--- config.mk ---
export PLATFORM = sky130hd
export DESIGN_NAME = sd_spi_command_sequencer_top
export DESIGN_NICKNAME = d
export VERILOG_FILES = /design/src/hw/rtl/sdspi_pkg.sv /design/src/hw/rtl/sdspi_step.sv /design/src/hw/rtl/sd_spi_command_sequencer_top.sv
export SDC_FILE = /design/constraint.sdc
export NUM_CORES = 1
export LEC_CHECK = 0
export ABC_AREA = 1
export BUFFER_PORTS_ARGS = -buffer_cell sky130_fd_sc_hd__buf_2
export CELL_PAD_IN_SITES_DETAIL_PLACEMENT = 1
export CELL_PAD_IN_SITES_GLOBAL_PLACEMENT = 2
export CORE_MARGIN = 2
export CORE_UTILIZATION = 35
export DETAILED_ROUTE_END_ITERATION = 6
export GPL_ROUTABILITY_DRIVEN = 0
export PLACE_DENSITY = 0.83
export SYNTH_ARGS = -nofsm -noshare
export SYNTH_HDL_FRONTEND = slang
export SYNTH_SLANG_ARGS = --single-unit
--- constraint.sdc ---
create_clock -name clk -period 7.9 [get_ports clk]
set_input_delay 0.79 -clock clk [delete_from_list [all_inputs] [get_ports clk]]
set_output_delay 0.79 -clock clk [all_outputs]
set_load 0.02 [all_outputs]
--- src/hw/rtl/sdspi_pkg.sv ---
package sdspi_pkg;

	localparam int LEN_W = 10;
	localparam int CNT_W = 10;

	localparam logic [7:0] BYTE_IDLE  = 8'hff;
	localparam logic [7:0] BYTE_TOKEN = 8'hfe;
	localparam logic [7:0] BYTE_ZERO  = 8'h00;
	localparam logic [7:0] R1_IDLE    = 8'h01;
	localparam logic [7:0] CRC_DUMMY  = 8'h01;
	localparam logic [7:0] CRC_CMD0   = 8'h94 | 8'h01;
	localparam logic [1:0] CMD_PREFIX = 2'b01;
	localparam logic [7:0] RESP_HI_MASK = 8'he0;
	localparam logic [7:0] RESP_LO_MASK = 8'h1f;
	localparam logic [4:0] RESP_ACCEPTED = 5'd5;
	localparam logic [4:0] RESP_CRC_ERR  = 5'd11;
	localparam logic [4:0] RESP_WR_ERR   = 5'd13;
	localparam logic [2:0] FRAME_LEN  = 3'd6;
	localparam logic [CNT_W-1:0] WR_CRC_LEN = CNT_W'(2);

	localparam logic ACT_START   = 1'b0;
	localparam logic ACT_RECEIVE = 1'b1;

	localparam logic [1:0] KIND_NODATA = 2'd0;
	localparam logic [1:0] KIND_READ   = 2'd1;
	localparam logic [1:0] KIND_WRITE  = 2'd2;
	localparam logic [1:0] KIND_INIT   = 2'd3;

	localparam logic [2:0] STAT_OK        = 3'd0;
	localparam logic [2:0] STAT_CRC_ERR   = 3'd1;
	localparam logic [2:0] STAT_WR_ERR    = 3'd2;
	localparam logic [2:0] STAT_UNKNOWN   = 3'd3;
	localparam logic [2:0] STAT_ERR_TOKEN = 3'd4;
	localparam logic [2:0] STAT_BUSY      = 3'd5;

	typedef enum logic [3:0] {
		PH_IDLE     = 4'd0,
		PH_DUMMY    = 4'd1,
		PH_NOTBUSY  = 4'd2,
		PH_FRAME    = 4'd3,
		PH_R1       = 4'd4,
		PH_RD_TOKEN = 4'd5,
		PH_RD_DATA  = 4'd6,
		PH_RD_CRC   = 4'd7,
		PH_ND_DATA  = 4'd8,
		PH_WR_TOKEN = 4'd9,
		PH_WR_DATA  = 4'd10,
		PH_WR_CRC   = 4'd11,
		PH_WR_RESP  = 4'd12,
		PH_WR_BUSY  = 4'd13
	} sdspi_phase_t;

	typedef struct packed {
		sdspi_phase_t     phase;
		logic [CNT_W-1:0] byte_count;
		logic [5:0]       saved_command;
		logic [31:0]      saved_argument;
		logic [1:0]       saved_kind;
		logic [LEN_W-1:0] saved_length;
		logic             init_stage;
		logic [7:0]       last_response;
	} sdspi_state_t;

	typedef struct packed {
		logic [7:0] tx_byte;
		logic       tx_valid;
		logic       select;
		logic [7:0] rd_byte;
		logic       rd_valid;
		logic       want_write_byte;
		logic       done_res;
		logic [2:0] status;
		logic [7:0] card_flags;
	} sdspi_result_t;

	// Command frame byte at position idx (0 = start byte, 5 = crc)
	function automatic logic [7:0] frame_byte(input logic [1:0] kind, input logic init_stage,
			input logic [5:0] cmd, input logic [31:0] arg, input logic [2:0] idx);
		logic [5:0]  c;
		logic [31:0] a;
		logic [7:0]  b;
		c = (kind == KIND_INIT) ? {5'b0, init_stage} : cmd;
		a = (kind == KIND_INIT) ? 32'b0 : arg;
		unique case (idx)
			3'd0: b = {CMD_PREFIX, c};
			3'd1: b = a[31:24];
			3'd2: b = a[23:16];
			3'd3: b = a[15:8];
			3'd4: b = a[7:0];
			default: b = ((kind == KIND_INIT) && !init_stage) ? CRC_CMD0 : CRC_DUMMY;
		endcase
		return b;
	endfunction

	// Decode the data response token of a block write
	function automatic logic [2:0] write_status(input logic [7:0] r);
		logic [2:0] s;
		logic [4:0] lo;
		lo = r[4:0] & RESP_LO_MASK[4:0];
		if ((r & RESP_HI_MASK) == 8'h00) begin
			s = STAT_ERR_TOKEN;
		end else if (lo == RESP_ACCEPTED) begin
			s = STAT_OK;
		end else if (lo == RESP_CRC_ERR) begin
			s = STAT_CRC_ERR;
		end else if (lo == RESP_WR_ERR) begin
			s = STAT_WR_ERR;
		end else begin
			s = STAT_UNKNOWN;
		end
		return s;
	endfunction

endpackage

--- src/hw/rtl/sdspi_step.sv ---
module sdspi_step #(
	parameter int MAX_BLOCK   = 512,
	parameter int DUMMY_BYTES = 10
) (
	input  sdspi_pkg::sdspi_state_t          cur,
	input  logic                             action,
	input  logic [1:0]                       kind,
	input  logic [5:0]                       command,
	input  logic [31:0]                      argument,
	input  logic [sdspi_pkg::LEN_W-1:0]      length,
	input  logic [7:0]                       rx_byte,
	input  logic [7:0]                       wr_byte,
	output sdspi_pkg::sdspi_state_t          nxt,
	output sdspi_pkg::sdspi_result_t         res
);

	localparam int LW = sdspi_pkg::LEN_W;
	localparam int CW = sdspi_pkg::CNT_W;

	logic [LW-1:0] len_sat;
	logic [CW-1:0] cnt_inc;
	logic          len_zero;

	// Clamp the requested length to the largest block
	assign len_sat  = ({{(32-LW){1'b0}}, length} > 32'(MAX_BLOCK)) ? LW'(MAX_BLOCK) : length;
	assign cnt_inc  = cur.byte_count + CW'(1);
	assign len_zero = (cur.saved_length == '0);

	// Next state and the one result for this item
	always_comb begin
		nxt = cur;
		res = '0;
		if (action == sdspi_pkg::ACT_START) begin
			if (cur.phase != sdspi_pkg::PH_IDLE) begin
				res.status = sdspi_pkg::STAT_BUSY;
			end else begin
				nxt.saved_kind     = kind;
				nxt.saved_command  = command;
				nxt.saved_argument = argument;
				nxt.saved_length   = len_sat;
				nxt.init_stage     = 1'b0;
				res.tx_valid = 1'b1;
				res.tx_byte  = sdspi_pkg::BYTE_IDLE;
				if (kind == sdspi_pkg::KIND_INIT) begin
					nxt.phase      = sdspi_pkg::PH_DUMMY;
					nxt.byte_count = CW'(1);
				end else begin
					nxt.phase  = sdspi_pkg::PH_NOTBUSY;
					res.select = 1'b1;
				end
			end
		end else begin
			unique case (cur.phase)
				sdspi_pkg::PH_IDLE: begin
				end
				sdspi_pkg::PH_DUMMY: begin
					res.tx_valid = 1'b1;
					res.tx_byte  = sdspi_pkg::BYTE_IDLE;
					if (cur.byte_count < CW'(DUMMY_BYTES)) begin
						nxt.byte_count = cnt_inc;
					end else begin
						nxt.phase  = sdspi_pkg::PH_NOTBUSY;
						res.select = 1'b1;
					end
				end
				sdspi_pkg::PH_NOTBUSY: begin
					res.tx_valid = 1'b1;
					res.select   = 1'b1;
					if (rx_byte == sdspi_pkg::BYTE_IDLE) begin
						nxt.phase      = sdspi_pkg::PH_FRAME;
						nxt.byte_count = CW'(1);
						res.tx_byte    = sdspi_pkg::frame_byte(cur.saved_kind, cur.init_stage,
							cur.saved_command, cur.saved_argument, 3'd0);
					end else begin
						res.tx_byte = sdspi_pkg::BYTE_IDLE;
					end
				end
				sdspi_pkg::PH_FRAME: begin
					res.tx_valid = 1'b1;
					res.select   = 1'b1;
					if (cur.byte_count < CW'(sdspi_pkg::FRAME_LEN)) begin
						res.tx_byte    = sdspi_pkg::frame_byte(cur.saved_kind, cur.init_stage,
							cur.saved_command, cur.saved_argument, cur.byte_count[2:0]);
						nxt.byte_count = cnt_inc;
					end else begin
						nxt.phase   = sdspi_pkg::PH_R1;
						res.tx_byte = sdspi_pkg::BYTE_IDLE;
					end
				end
				sdspi_pkg::PH_R1: begin
					if (rx_byte == sdspi_pkg::BYTE_IDLE) begin
						res.tx_valid = 1'b1;
						res.select   = 1'b1;
						res.tx_byte  = sdspi_pkg::BYTE_IDLE;
					end else begin
						nxt.last_response = rx_byte;
						if (cur.saved_kind == sdspi_pkg::KIND_INIT && !cur.init_stage) begin
							res.tx_valid = 1'b1;
							res.tx_byte  = sdspi_pkg::BYTE_IDLE;
							if (rx_byte == sdspi_pkg::R1_IDLE) begin
								nxt.init_stage = 1'b1;
								nxt.phase      = sdspi_pkg::PH_NOTBUSY;
								res.select     = 1'b1;
							end else begin
								nxt.phase      = sdspi_pkg::PH_DUMMY;
								nxt.byte_count = CW'(1);
							end
						end else if (rx_byte != 8'h00) begin
							nxt.phase    = sdspi_pkg::PH_NOTBUSY;
							res.tx_valid = 1'b1;
							res.select   = 1'b1;
							res.tx_byte  = sdspi_pkg::BYTE_IDLE;
						end else begin
							// R1 clean: move to the data part of the transfer, or finish if there is none
							nxt.byte_count = '0;
							unique case (cur.saved_kind)
								sdspi_pkg::KIND_NODATA: begin
									if (len_zero) begin
										nxt.phase    = sdspi_pkg::PH_IDLE;
										res.done_res = 1'b1;
									end else begin
										nxt.phase    = sdspi_pkg::PH_ND_DATA;
										res.tx_valid = 1'b1;
										res.select   = 1'b1;
										res.tx_byte  = sdspi_pkg::BYTE_IDLE;
									end
								end
								sdspi_pkg::KIND_READ: begin
									nxt.phase    = sdspi_pkg::PH_RD_TOKEN;
									res.tx_valid = 1'b1;
									res.select   = 1'b1;
									res.tx_byte  = sdspi_pkg::BYTE_IDLE;
								end
								sdspi_pkg::KIND_WRITE: begin
									nxt.phase    = sdspi_pkg::PH_WR_TOKEN;
									res.tx_valid = 1'b1;
									res.select   = 1'b1;
									res.tx_byte  = sdspi_pkg::BYTE_IDLE;
								end
								default: begin
									nxt.init_stage = 1'b0;
									nxt.phase      = sdspi_pkg::PH_IDLE;
									res.done_res   = 1'b1;
								end
							endcase
						end
					end
				end
				sdspi_pkg::PH_ND_DATA, sdspi_pkg::PH_RD_DATA: begin
					res.rd_byte    = rx_byte;
					res.rd_valid   = 1'b1;
					nxt.byte_count = cnt_inc;
					if (cnt_inc >= cur.saved_length && cur.phase == sdspi_pkg::PH_ND_DATA) begin
						nxt.phase    = sdspi_pkg::PH_IDLE;
						res.done_res = 1'b1;
					end else begin
						if (cnt_inc >= cur.saved_length) begin
							nxt.phase      = sdspi_pkg::PH_RD_CRC;
							nxt.byte_count = '0;
						end
						res.tx_valid = 1'b1;
						res.select   = 1'b1;
						res.tx_byte  = sdspi_pkg::BYTE_IDLE;
					end
				end
				sdspi_pkg::PH_RD_TOKEN: begin
					if (rx_byte == sdspi_pkg::BYTE_TOKEN) begin
						nxt.byte_count = '0;
						nxt.phase = len_zero ? sdspi_pkg::PH_RD_CRC : sdspi_pkg::PH_RD_DATA;
					end
					res.tx_valid = 1'b1;
					res.select   = 1'b1;
					res.tx_byte  = sdspi_pkg::BYTE_IDLE;
				end
				sdspi_pkg::PH_RD_CRC: begin
					if (cur.byte_count == '0) begin
						nxt.byte_count = CW'(1);
						res.tx_valid   = 1'b1;
						res.select     = 1'b1;
						res.tx_byte    = sdspi_pkg::BYTE_IDLE;
					end else begin
						nxt.phase    = sdspi_pkg::PH_IDLE;
						res.done_res = 1'b1;
					end
				end
				sdspi_pkg::PH_WR_TOKEN: begin
					res.tx_valid   = 1'b1;
					res.select     = 1'b1;
					res.tx_byte    = sdspi_pkg::BYTE_TOKEN;
					nxt.byte_count = '0;
					if (!len_zero) begin
						nxt.phase           = sdspi_pkg::PH_WR_DATA;
						res.want_write_byte = 1'b1;
					end else begin
						nxt.phase = sdspi_pkg::PH_WR_CRC;
					end
				end
				sdspi_pkg::PH_WR_DATA: begin
					res.tx_valid   = 1'b1;
					res.select     = 1'b1;
					res.tx_byte    = wr_byte;
					nxt.byte_count = cnt_inc;
					if (cnt_inc >= cur.saved_length) begin
						nxt.phase      = sdspi_pkg::PH_WR_CRC;
						nxt.byte_count = '0;
					end else begin
						res.want_write_byte = 1'b1;
					end
				end
				sdspi_pkg::PH_WR_CRC: begin
					res.tx_valid = 1'b1;
					res.select   = 1'b1;
					if (cur.byte_count < sdspi_pkg::WR_CRC_LEN) begin
						nxt.byte_count = cnt_inc;
						res.tx_byte    = sdspi_pkg::BYTE_ZERO;
					end else begin
						nxt.phase   = sdspi_pkg::PH_WR_RESP;
						res.tx_byte = sdspi_pkg::BYTE_IDLE;
					end
				end
				sdspi_pkg::PH_WR_RESP: begin
					if (rx_byte != sdspi_pkg::BYTE_IDLE) begin
						nxt.last_response = rx_byte;
						nxt.phase         = sdspi_pkg::PH_WR_BUSY;
					end
					res.tx_valid = 1'b1;
					res.select   = 1'b1;
					res.tx_byte  = sdspi_pkg::BYTE_IDLE;
				end
				sdspi_pkg::PH_WR_BUSY: begin
					if (rx_byte == sdspi_pkg::BYTE_IDLE) begin
						nxt.phase    = sdspi_pkg::PH_IDLE;
						res.done_res = 1'b1;
						res.status   = sdspi_pkg::write_status(cur.last_response);
					end else begin
						res.tx_valid = 1'b1;
						res.select   = 1'b1;
						res.tx_byte  = sdspi_pkg::BYTE_IDLE;
					end
				end
				default: begin
					nxt.phase = sdspi_pkg::PH_IDLE;
				end
			endcase
		end
		res.card_flags = nxt.last_response;
	end

endmodule

--- src/hw/rtl/sd_spi_command_sequencer_top.sv ---
// The result of an accepted item is loaded into the output register in the cycle after it is accepted.
// Throughput: one item per cycle; the sequencer state and the output register
// update on the same edge, and a new item is taken while a result is pending
// as long as that result is taken in the same cycle.
// Reset (arst_n low, asynchronous): sequencer idle, all saved fields and the
// last card response cleared, no result pending.
module sd_spi_command_sequencer_top #(
	parameter int MAX_BLOCK   = 512,
	parameter int DUMMY_BYTES = 10
) (
	input  logic        clk,
	input  logic        arst_n,
	input  logic        req_valid,
	output logic        req_ready,
	input  logic        action,
	input  logic [1:0]  kind,
	input  logic [5:0]  command,
	input  logic [31:0] argument,
	input  logic [9:0]  length,
	input  logic [7:0]  rx_byte,
	input  logic [7:0]  wr_byte,
	output logic        res_valid,
	input  logic        res_ready,
	output logic [7:0]  tx_byte,
	output logic        tx_valid,
	output logic        select,
	output logic [7:0]  rd_byte,
	output logic        rd_valid,
	output logic        want_write_byte,
	output logic        done_res,
	output logic [2:0]  status,
	output logic [7:0]  card_flags
);

	sdspi_pkg::sdspi_state_t  state_q;
	sdspi_pkg::sdspi_state_t  state_nxt;
	sdspi_pkg::sdspi_result_t res_nxt;
	sdspi_pkg::sdspi_result_t res_q;
	logic                     res_valid_q;
	logic                     accept;

	// Take an item whenever the output register is empty or being drained
	assign req_ready = !res_valid_q || res_ready;
	assign accept    = req_valid && req_ready;

	sdspi_step #(
		.MAX_BLOCK   (MAX_BLOCK),
		.DUMMY_BYTES (DUMMY_BYTES)
	) u_step (
		.cur      (state_q),
		.action   (action),
		.kind     (kind),
		.command  (command),
		.argument (argument),
		.length   (length),
		.rx_byte  (rx_byte),
		.wr_byte  (wr_byte),
		.nxt      (state_nxt),
		.res      (res_nxt)
	);

	// Hold the sequencer state; advance it on each accepted item
	// (all-zero state is the idle phase)
	always_ff @(posedge clk or negedge arst_n) begin
		if (!arst_n) begin
			state_q     <= '0;
			res_valid_q <= 1'b0;
		end else begin
			if (accept) begin
				state_q <= state_nxt;
			end
			if (accept) begin
				res_valid_q <= 1'b1;
			end else if (res_ready) begin
				res_valid_q <= 1'b0;
			end
		end
	end

	// Load the result payload with the item
	always_ff @(posedge clk) begin
		if (accept) begin
			res_q <= res_nxt;
		end
	end

	assign res_valid       = res_valid_q;
	assign tx_byte         = res_q.tx_byte;
	assign tx_valid        = res_q.tx_valid;
	assign select          = res_q.select;
	assign rd_byte         = res_q.rd_byte;
	assign rd_valid        = res_q.rd_valid;
	assign want_write_byte = res_q.want_write_byte;
	assign done_res        = res_q.done_res;
	assign status          = res_q.status;
	assign card_flags      = res_q.card_flags;

`ifndef SYNTHESIS
	a_accept_gives_result: assert property (@(posedge clk) disable iff (!arst_n)
		req_valid && req_ready |=> res_valid)
		else $error("accepted item produced no result");

	a_done_no_exchange: assert property (@(posedge clk) disable iff (!arst_n)
		res_valid && done_res |-> !tx_valid && !want_write_byte)
		else $error("finished transfer still asks for an exchange");

	a_busy_refusal_quiet: assert property (@(posedge clk) disable iff (!arst_n)
		res_valid && status == sdspi_pkg::STAT_BUSY |-> !tx_valid && !done_res && !rd_valid)
		else $error("refused request produced activity");

	a_done_goes_idle: assert property (@(posedge clk) disable iff (!arst_n)
		req_valid && req_ready && res_nxt.done_res |=> state_q.phase == sdspi_pkg::PH_IDLE)
		else $error("sequencer not idle after finishing");
`endif

endmodule
# Word level (Yosys, flattened, before mapping)
# Cells that the tools add are included.
[op_classes] add_sub_neg=1 magnitude_cmp=5 eq_ne=53 muxes=86 n_bitwise=2 n_reduce_logical=25
[op_table] cell="$mux 10" count=18
[op_table] cell="$pmux 10 s11" count=1
[op_table] cell="$pmux 10 s10" count=1
[op_table] cell="$mux 14" count=7
[op_table] cell="$mux 65" count=1
[op_table] cell="$pmux 4 s13" count=1
[op_table] cell="$mux 8" count=6
[op_table] cell="$mux 4" count=10
[op_table] cell="$pmux 8 s5" count=1
[op_table] cell="$ne 3x2->1 const B" count=11
[op_table] cell="$mux 32" count=1
[op_table] cell="$eq 4x4->1 const B" count=6
[op_table] cell="$mux 1" count=23
[op_table] cell="$logic_not 10->1" count=2
[op_table] cell="$pmux 10 s2" count=1
[op_table] cell="$ne 3x3->1 const B" count=6
[op_table] cell="$eq 4x3->1 const B" count=4
[op_table] cell="$eq 8x8->1 const B" count=2
[op_table] cell="$pmux 8 s2" count=1
[op_table] cell="$mux 3" count=5
[op_table] cell="$reduce_and 14->1" count=1
[op_table] cell="$reduce_and 13->1" count=1
[op_table] cell="$pmux 4 s3" count=1
[op_table] cell="$ne 11x1->1 const B" count=1
[op_table] cell="other kinds (43)" count=60
[totals] register_bits=106 input_bits=71 output_inout_bits=34 elab_cells=190

# Longest topological paths before layout
[depth] word_depth=8 depth_mapped=21 mapped_depth_nobuf=20

# By module
# From an unflattened synthesis, not the netlist that was laid out.
[hier_totals] hier_cells=1099 hier_area_um2=7478.4
[modules_own_cells] module="sd_spi_command_sequencer_top" n_inst=1 cells_each=354 area_per_inst_um2=3940.0
[modules_own_cells] module="sdspi_step" n_inst=1 cells_each=745 area_per_inst_um2=3538.4

# Worst setup path after synthesis
# Ideal clock, no wire load.
[synth_timing] path_kind="flip-flop to flip-flop" startpoint="register state_q[61] in the netlist's numbering" endpoint="register res_q, in the netlist tx_byte[4], data pin" arrival_ns=2.546 t_required_ns=7.643 slack_ns=5.097 path_stages_with_launch=21 path_buffers=1 cell_sequence="dfrtp_1 buf_2 nand2_1 nor3_1 nand4_1 nor2_1 nand2_1 xor2_1 inv_1 ha_1 nand2_1 nor2_1 nand3_1 nand3_1 nand3_1 nand2_1 nand2_1 nor2_1 nand2_1 nand2_1 nand2_1"
[synth_lines] element="start, declared" line="sd_spi_command_sequencer_top.sv:35" rtl="sdspi_pkg::sdspi_state_t state_q;"
[synth_lines] element="start signal, assigned" line="sd_spi_command_sequencer_top.sv:70" rtl="state_q <= state_nxt;"
[synth_lines] element="end signal, assigned" line="sd_spi_command_sequencer_top.sv:83" rtl="res_q <= res_nxt;"
[synth_lines] element="end, declared" line="sd_spi_command_sequencer_top.sv:38" rtl="sdspi_pkg::sdspi_result_t res_q;"

==> results.yml <==
timing:
  fmax_ghz: 0.296
  grt_setup_unrepaired: "no"
  slew_headroom_pct: 34.1
  tightest_slew_ps: 989
  setup_viol: 0
  timing.hold.ws_ps: 475
  tns_ps: 0
  hold_viol_final: 0
  fin_crit_sh_pct: 42.7
  final_max_slew_viol_count: 0
  skew_ps: 11.4
  min_period_ps: 3370
critical_path:
  crit_arrival_ps: 3490
  cp-end-kind: "register"
  rr_worst_depth: 19
  rr_endpoint: "tx_byte[4]$_DFFE_PP_"
  rr_startpoint: "state_q[61]$_DFFE_PN0P_"
  crit_chain: "nand2_1 > nor3_1 > nand4_1 > nor2_1 > nand2_1 > xor2_1 > inv_1 > ha_1 > nand2_1 > nor2_1 > nand3_1 > nand3_1 > nand3_1 > nand2_1 > nand2_1 > nor2_1 > nand2_1 > nand2_1 > nand2_1"
  worst_path_largest_cell_delay_ps: 470
  critPathRequiredTime_ps: 8010
  r2r_setup_slack_ps: 4530
  worst-setup-path-type: "reg2reg"
  crit_slowest_cell: "dfrtp_1"
  cp_max_fo: 8
  critPathLaunchType: "register"
  cpMostUsedCell: "nand2_1"
pwr:
  p_per_area_nw_per_um2: 320
  power_uw: 2300
  vdd_drop_max_mv: 0.122
  p_leak_uw: 0.00380
synthesis:
  synth.largest_area_cell: "dfrtp_1"
  synthTopCellsByArea: "dfrtp_1 30%, nand2_1 19%, edfxtp_1 16%"
  ys_seq_elements: 106
  syn-cell-area_sq_um: 6170
  yosysMostFrequentCell: "nand2_1"
  yosys.area.top_type_share_pct: 30.0
  ys_async_sr_fraction_pct: 69.8
  avgSynthCellArea_sq_um: 7.43
  synth_ff_type: "dfrtp_1"
  synth-edff-count: 32
  synth_common_cells: "313 x nand2_1, 80 x inv_1, 79 x nor2_1"
  synth.net_count: 920
  synth_cell_types: 36
  syn_inst: 831
  yosysSeqAreaShare_pct: 45.6
  ys_warn_count: 0
grt:
  overflow: 0
  grt_max_degree: 75
  antenna_found_initial: 0
  track_usage_pct: 20.4
  grt_pass1_vias: 5763
  grt_pass1_wl_mm: 29.4
die:
  die_x_um: 137
  start_util_pct: 35.7
  coreArea_sq_um: 17300
  io_pins: 105
  rows: 48
  dieHeight_um: 137
  die-area_sq_um: 18700
hold_path:
  hold_path_class: "reg2reg"
  hold_path_depth: 2
  hp-start: "state_q[25]$_DFFE_PN0P_"
  whs_endpoint: "state_q[25]$_DFFE_PN0P_"
cells_and_area:
  multi_input_area_sq_um: 2910
  syn_to_final_growth_pct: 16.7
  regArea_sq_um: 2810
  drive_above_1_share_pct: 18.3
  post-route-cell-area_sq_um: 7200
  fin_util_pct: 41.6
  num-fill-cells: 2214
  antennaDiodeCount: 0
  nets: 1019
placement:
  portBuffers: 104
  dp_hpwl_mm: 14.2
  place_area_sq_um: 6900
routing:
  dr.pass1.iters: 4
  wl_per_cell_um: 15.6
  vias: 5605
  drc: 0
  drt_iter0_markers: 275
  totalWireLength_mm: 18.1
  vias_per_cell: 4.83
  postRouteAntennaNets: 0
clock_tree:
  insertion_delay_ps: 360
  cts_sinks: 106
  cts-root-buf: "clkbuf_16"
  max-clock-path-buffers: 2
  cts_setup_buffers: 0
  clk_pin_slew_ps: 80
  tritoncts: "built"
  cts-htree-levels: 3
  ctsResizeCount: 0
  cts_buffers: 9
  cts_hold_buf: 0
run_status:
  status: "finished clean"
flow_run:
  maxCapViolations: 0
==> through the flow <==
step	std cells	setup slack (ps)
2_1_floorplan	831	5100
3_3_place_gp	1144	4710
3_5_place_dp	1144	4530
5_1_grt	1160	4010
6_report	1160	4530
4_1_cts	1160	4510
==> report_power, final <==
group	internal, uW	total [uW]	switching [uW]
combinational	306	958	652
clock	226	463	237
sequential	766	883	118
total	1300	2300	1010
==> routing by layer <==
layer	wire, um	global-route usage (%)
met1	8400	26.5
met3	597	2.33
met2	8810	35.3
met5	0	0
met4	342	6.59
==> final cells by class <==
| type | instances | share of cell area, % |
|---|---|---|
| multi-input cells | 613 | 40.4 |
| flip-flops and latches | 106 | 39.1 |
| repair buffers | 105 | 7.37 |
| inverters | 95 | 4.99 |
| well taps | 225 | 3.91 |
| clock buffers | 9 | 3.13 |
| clock inverters | 7 | 1.13 |
==> sequential cells by signal, summed over array words and instances, names as in the netlist <==
name / cells
card_flags: 8
done_res: 1
rd_byte: 8
rd_valid: 1
res_valid: 1
select: 1
state_q: 73
status: 3
tx_byte: 8
tx_valid: 1
want_write_byte: 1
==> cell families (layout without fill, tap and decap cells) <==
family	after synthesis	count (layout)	share of synthesized area (%)
xor gates and xnor gates	6	6	0.851
DFF	106	106	45.6
and+or+nand+nor	511	511	35.5
buffers and inverters	112	216	7.26
adders and majority gates	18	18	3.65
AOI/OAI and AO/OA	78	78	7.22
==> cell usage in the layout, fill, tap and decap left out, drive strengths merged <==
master / count
a21oi: 14
nor4: 3
a311oi: 1
clkinv: 6
dfrtp: 74
a22oi: 9
nand3: 58
o21ai: 45
edfxtp: 32
inv: 96
nor3: 11
a31oi: 4
xor2: 5
nand3b: 2
nor2: 93
nand4: 15
o211ai: 3
ha: 18
a21o: 2
xnor2: 1
buf: 105
nand2: 329
clkbuf: 9
==> worst max-delay path, delay by kind of cell, from the launching register on <==
kind / cells / cell delay [ps]
adders and majority gates: 1 / 300
xor gates and xnor gates: 1 / 130
and+or+nand+nor: 16 / 2130
DFF: 1 / 470
buffers and inverters: 1 / 70
==> worst max path at each step <==
| stage | to | slack (ps) | depth (start not counted) | from |
|---|---|---|---|---|
| floorplan | tx_byte[4]$_DFFE_PP_ | 5100 | 20 | state_q[61]$_DFFE_PN0P_ |
| global placement | tx_byte[7]$_DFFE_PP_ | 4710 | 19 | state_q[61]$_DFFE_PN0P_ |
| detailed placement | tx_byte[1]$_DFFE_PP_ | 4530 | 19 | state_q[61]$_DFFE_PN0P_ |
| CTS | tx_byte[4]$_DFFE_PP_ | 4510 | 19 | state_q[61]$_DFFE_PN0P_ |
| global route | tx_byte[4]$_DFFE_PP_ | 4010 | 19 | state_q[61]$_DFFE_PN0P_ |
| finish | tx_byte[4]$_DFFE_PP_ | 4530 | 19 | state_q[61]$_DFFE_PN0P_ |
Note: power is estimated with default switching activity, not from simulation.
